### config.mk
export PLATFORM = sky130hd
export DESIGN_NAME = gps_front
export DESIGN_NICKNAME = d
export VERILOG_FILES = /design/src/sv/gps_pkg.sv /design/src/sv/gps_front.sv
export VERILOG_INCLUDE_DIRS = /design/src /design/src/sv
export SDC_FILE = /design/constraint.sdc
export NUM_CORES = 1
export LEC_CHECK = 0
export BUFFER_PORTS_ARGS = -buffer_cell sky130_fd_sc_hd__buf_2
export CORE_ASPECT_RATIO = 1.1
export CORE_MARGIN = 1.5
export CORE_UTILIZATION = 34
export CTS_CLUSTER_SIZE = 25
export DETAILED_ROUTE_END_ITERATION = 8
export HOLD_SLACK_MARGIN = 0.1
export PLACE_DENSITY = 0.68
export SLEW_MARGIN = 25
export SYNTH_ARGS = -nofsm -noshare
export SYNTH_HDL_FRONTEND = slang
export SYNTH_SLANG_ARGS = --single-unit
### constraint.sdc
create_clock -name i_clk -period 5.3 [get_ports i_clk]
set_clock_uncertainty 0.15 [all_clocks]
set_input_delay 0.53 -clock i_clk [delete_from_list [all_inputs] [get_ports i_clk]]
set_output_delay 0.53 -clock i_clk [all_outputs]
set_load 0.005 [all_outputs]
### src/sv/gradient_palette_sampler_macros.svh
// assertion macros for the gradient palette sampler
// used by gps_front and gps_back, no other dependencies
`ifndef GRADIENT_PALETTE_SAMPLER_MACROS_SVH
`define GRADIENT_PALETTE_SAMPLER_MACROS_SVH

// same-cycle implication
`define GPS_ASSERT_NOW(lbl, clk, rst_n, ante, cons) \
    lbl: assert property (@(posedge clk) disable iff (!rst_n) (ante) |-> (cons)) \
        else $error("gps assertion failed");

// next-cycle implication
`define GPS_ASSERT_NEXT(lbl, clk, rst_n, ante, cons) \
    lbl: assert property (@(posedge clk) disable iff (!rst_n) (ante) |=> (cons)) \
        else $error("gps assertion failed");

`endif

### src/sv/gps_pkg.sv
// shared types, constants and helpers of the gradient palette sampler
// no dependencies
package gps_pkg;

    localparam int DEF_MAX_STOPS    = 16;
    localparam int DEF_CHANNEL_BITS = 16;
    localparam int CH_W             = 16;
    localparam int CNT_W            = 5;
    localparam int IN_DATA_W        = 120;
    localparam int OUT_DATA_W       = 88;

    localparam logic [16:0] ONE_Q16        = 17'd65536;
    localparam logic [16:0] HALF_Q16       = 17'd32768;
    localparam logic [16:0] EPS_Q16        = 17'd7;
    localparam logic [16:0] HARD_WIDTH_Q16 = 17'd65;

    typedef enum logic {
        KIND_WRITE  = 1'b0,
        KIND_SAMPLE = 1'b1
    } t_kind;

    // one queued request; pos is the stop position or the sample position
    typedef struct packed {
        t_kind        kind;
        logic [3:0]   idx;
        logic [16:0]  pos;
        logic [16:0]  wid;
        logic [63:0]  col;
    } t_req;

    typedef enum logic [3:0] {
        ST_IDLE,
        ST_READ,
        ST_CHECK,
        ST_DIV_BLEND,
        ST_MUL_W0,
        ST_MUL_W1,
        ST_WEIGHT,
        ST_DIV_STEP,
        ST_SQUARE,
        ST_POLY_LO,
        ST_POLY_HI,
        ST_MUL_C0,
        ST_MUL_C1,
        ST_DONE
    } t_state;

    function automatic logic [16:0] sat_one(input logic [16:0] v);
        return (v > ONE_Q16) ? ONE_Q16 : v;
    endfunction

endpackage

### src/sv/gps_front.sv
// front end: accepts requests, classifies and saturates them, two-entry queue
// depends on gps_pkg and gradient_palette_sampler_macros.svh
`include "gradient_palette_sampler_macros.svh"
module gps_front #(
    parameter int CHANNEL_BITS = gps_pkg::DEF_CHANNEL_BITS
) (
    input  logic                           i_clk,
    input  logic                           i_rst_n,
    input  logic                           i_valid,
    output logic                           o_ready,
    input  logic                           i_cmd,
    input  logic [gps_pkg::IN_DATA_W-1:0]  i_data,
    input  logic                           i_pop,
    output logic                           o_head_valid,
    output gps_pkg::t_req                  o_head
);
    import gps_pkg::*;

    localparam logic [CH_W-1:0] CH_MASK = CH_W'((32'd1 << CHANNEL_BITS) - 32'd1);

    t_req       r_q [2];
    logic       r_wptr;
    logic       r_rptr;
    logic [1:0] r_cnt;
    t_req       w_req;
    logic       w_push;

    always_comb begin
        w_req.kind = t_kind'(i_cmd);
        w_req.idx  = i_data[3:0];
        if (w_req.kind == KIND_SAMPLE) begin
            w_req.pos = sat_one(i_data[118:102]);
        end else begin
            w_req.pos = sat_one(i_data[20:4]);
        end
        w_req.wid  = sat_one(i_data[37:21]);
        w_req.col  = {i_data[101:86] & CH_MASK, i_data[85:70] & CH_MASK,
                      i_data[69:54] & CH_MASK, i_data[53:38] & CH_MASK};
    end

    assign o_ready      = (r_cnt != 2'd2);
    assign w_push       = i_valid && o_ready;
    assign o_head_valid = (r_cnt != 2'd0);
    assign o_head       = r_q[r_rptr];

    always_ff @(posedge i_clk) begin
        if (!i_rst_n) begin
            r_wptr <= 1'b0;
            r_rptr <= 1'b0;
            r_cnt  <= 2'd0;
        end else begin
            if (w_push) begin
                r_wptr <= ~r_wptr;
            end
            if (i_pop) begin
                r_rptr <= ~r_rptr;
            end
            if (w_push && !i_pop) begin
                r_cnt <= r_cnt + 2'd1;
            end else if (!w_push && i_pop) begin
                r_cnt <= r_cnt - 2'd1;
            end
        end
    end

    always_ff @(posedge i_clk) begin
        if (w_push) begin
            r_q[r_wptr] <= w_req;
        end
    end

    `GPS_ASSERT_NOW(a_pop_nonempty, i_clk, i_rst_n, i_pop, r_cnt != 2'd0)
    `GPS_ASSERT_NOW(a_cnt_range, i_clk, i_rst_n, 1'b1, r_cnt <= 2'd2)
    `GPS_ASSERT_NEXT(a_push_count, i_clk, i_rst_n, w_push && !i_pop, r_cnt == $past(r_cnt) + 2'd1)

endmodule

==> results.json <==
{
  "viasPerCell": 4.63,
  "synth_edf_count": 206,
  "drive_gt1_share_pct": 50.8,
  "synth-compound-area-share_pct": 3.46,
  "critPathLaunchType": "flip-flop",
  "status": "finished clean",
  "fmax_ghz": 0.303,
  "holdPathStages": 3,
  "rr_worst_depth": 4,
  "synth_seq_cells": 211,
  "yosysWarnings": 0,
  "worst_path_max_delay_cell": "dfxtp_4",
  "synth_top_family_by_area": "multiplexers",
  "n_fill_cell": 2109,
  "crit_required_ns": 4.62,
  "drt_iter0_drc": 171,
  "dr.pass1.iters": 4,
  "synth_mux_area_share_pct": 14.0,
  "gp_congestion": 0.709,
  "grt_max_degree": 74,
  "endpoint_kind": "output port",
  "clkTransAtPathRegs_ns": 0.06,
  "setup.worst_path.class": "reg2out",
  "grt_pass1_vias": 5187,
  "wl_per_cell_um": 16.4,
  "syn_avg_cell_area_um2": 19.0,
  "cts_tree": "built",
  "rrSetupSlack_ns": 2.87,
  "max_slew.worst_pin.slew_ns": 1.02,
  "synth_cells": 436,
  "clk_latency_ns": 0.50,
  "syn_nets": 562,
  "numClockSinks": 211,
  "ir_worst_vdd_mv": 0.275,
  "synth-simple-area-share_pct": 3.95,
  "vias": 4942,
  "dpl-instance-area_um2": 9760,
  "grt_pass1_wl_um": 26400,
  "layout.nets": 869,
  "drt_wl_total_um": 17500,
  "final-seq-area_um2": 6290,
  "synth.distinct_cells": 31,
  "portBuffers": 228,
  "rsz0062_at_grt": "false",
  "p_leak_uw": 0.00421,
  "synthFlopType": "edfxtp_1",
  "async_flop_share_pct": 0,
  "start_util_pct": 34.8,
  "cts_htree_levels": 1,
  "hpwl_um": 11200,
  "cp.arrival_ns": 2.62,
  "drv_slew": 0,
  "hp-class": "in2reg",
  "worstPathMaxFanout": 70,
  "finalPower_uw": 4120,
  "cts_resized": 0,
  "ys_seq_area_share_pct": 76.0,
  "synthAdderAreaFrac_pct": 0.151,
  "multi_input_area_um2": 1820,
  "dieArea_um2": 25300,
  "crit_path_cell_trace": "buf_4 > mux2_2 > buf_2",
  "finalCritPeriodShare_pct": 62.2,
  "track_usage_pct": 13.3,
  "setup_viol": 0,
  "hold_viol": 0,
  "fp.coreArea_um2": 23800,
  "area_growth_pct": 34.6,
  "fin_area_um2": 11100,
  "tns_ns": 0,
  "netlist_area_um2": 8270,
  "drtAntennaViolNets": 0,
  "cts-root-buf": "clkbuf_16",
  "chipWidth_um": 152,
  "cts_setup_buffers": 0,
  "cap_violations": 0,
  "clockBufferDepth": 3,
  "period_minus_slack_ns": 3.30,
  "ctsHoldBuffers": 68,
  "die_h_um": 167,
  "slew_headroom_pct": 31.9,
  "grt_overflow": 0,
  "drc_errors": 0,
  "pin_count": 230,
  "max_stage_delay_ns": 1.00,
  "rows": 59,
  "numCtsBuffers": 23,
  "p_per_area_nw_per_um2": 370,
  "antenna_found_initial": 3,
  "synthXorXnorAreaFrac_pct": 0.318
}
## final cells by class
cell class              count  share of cell area, %
diodes                      2                 0.0449
clock buffers              30                   5.41
clock inverters            12                  0.787
inverters                  22                  0.787
multi-input cells         185                   16.3
flip-flops and latches    211                   56.5
well taps                 305                   3.43
repair buffers            300                   16.7
## layer usage
metal / part of all wire, % / global-route usage (%)
met5: 0.074 / 0
met4: 1.8 / 4.06
met3: 9.1 / 4.47
met2: 50 / 23.5
met1: 39 / 14.9
## Yosys cell counts (2+ instances only)
| library cell | instances | area, um2 |
|---|---|---|
| xor2_1 | 2 | 17.5 |
| dfxtp_1 | 5 | 100 |
| nor4_2 | 3 | 37.5 |
| nor4_1 | 8 | 50.1 |
| inv_1 | 22 | 82.6 |
| clkbuf_1 | 5 | 18.8 |
| mux2_2 | 103 | 1160 |
| nor2b_1 | 13 | 81.3 |
| o21ai_0 | 2 | 10.0 |
| buf_2 | 11 | 55.1 |
| nand2_1 | 17 | 63.8 |
| and2b_1 | 3 | 22.5 |
| o32ai_1 | 6 | 52.6 |
| edfxtp_1 | 206 | 6190 |
| o32ai_2 | 10 | 163 |
| a41oi_2 | 2 | 32.5 |
| nor2_1 | 3 | 11.3 |
| a21oi_1 | 2 | 10.0 |
## where the power goes
part	internal (uW)	total, uW	switching [uW]
Clock	849	1470	617
Sequential	2030	2090	56.8
Combinational	287	564	277
Total	3170	4120	951
## kinds of logic after synthesis
kind of cell | Yosys count
compound gates | 24
flops | 211
fa+ha+maj | 1
xor+xnor | 3
mux | 103
simple gates | 54
buf+inv | 40
## through the flow
step / setup slack (ns) / util (%) / hold WS [ns] / instances
2_1_floorplan: 1.66 / - / 0.317 / 436
3_3_place_gp: 2.46 / 41.0 / 0.334 / 954
3_5_place_dp: 2.46 / 41.0 / 0.345 / 955
4_1_cts: 1.92 / 46.8 / 0.131 / 1065
5_1_grt: 1.81 / 46.8 / 0.181 / 1067
6_report: 2.00 / 46.8 / 0.155 / 1067
## registers in the layout (all words and copies together) (netlist names), named ones only
register and cells:
r_q 206, r_cnt 2, r_rptr 1, r_wptr 1
## worst max-delay path, delay by kind of cell, from the launching register on
kind | cells | cell delay [ns]
buf+inv | 2 | 0.68
flops | 1 | 1.00
mux | 1 | 0.39
## cells in the final DEF, fill, tap and decap left out, types with 3 or more instances in the layout
cell type	n
nor2_1	3
clkinv_2	3
inv_1	21
clkbuf_16	23
dlygate4sd3_1	68
clkinv_1	5
buf_2	228
nand2_1	17
o32ai_2	10
nor4_2	3
mux2_2	103
nor4_1	8
nor2b_1	13
dfxtp_1	4
buf_4	3
and2b_1	3
edfxtp_1	206
clkbuf_1	7
o32ai_1	6
## path summary, 6_finish.rpt
| kind | startpoint | to |
|---|---|---|
| worst min-delay path | i_pop | flip-flop |
| worst max-delay path | flip-flop | o_head[11] |
| worst min register to register | r_cnt[1]$_SDFFE_PN0P_ | r_cnt[1]$_SDFFE_PN0P_ |
| worst max register to register | r_cnt[0]$_SDFFE_PN0P_ | r_q[0][37]$_DFFE_PP_ |
No activity file was read; power rests on OpenSTA's default activity.
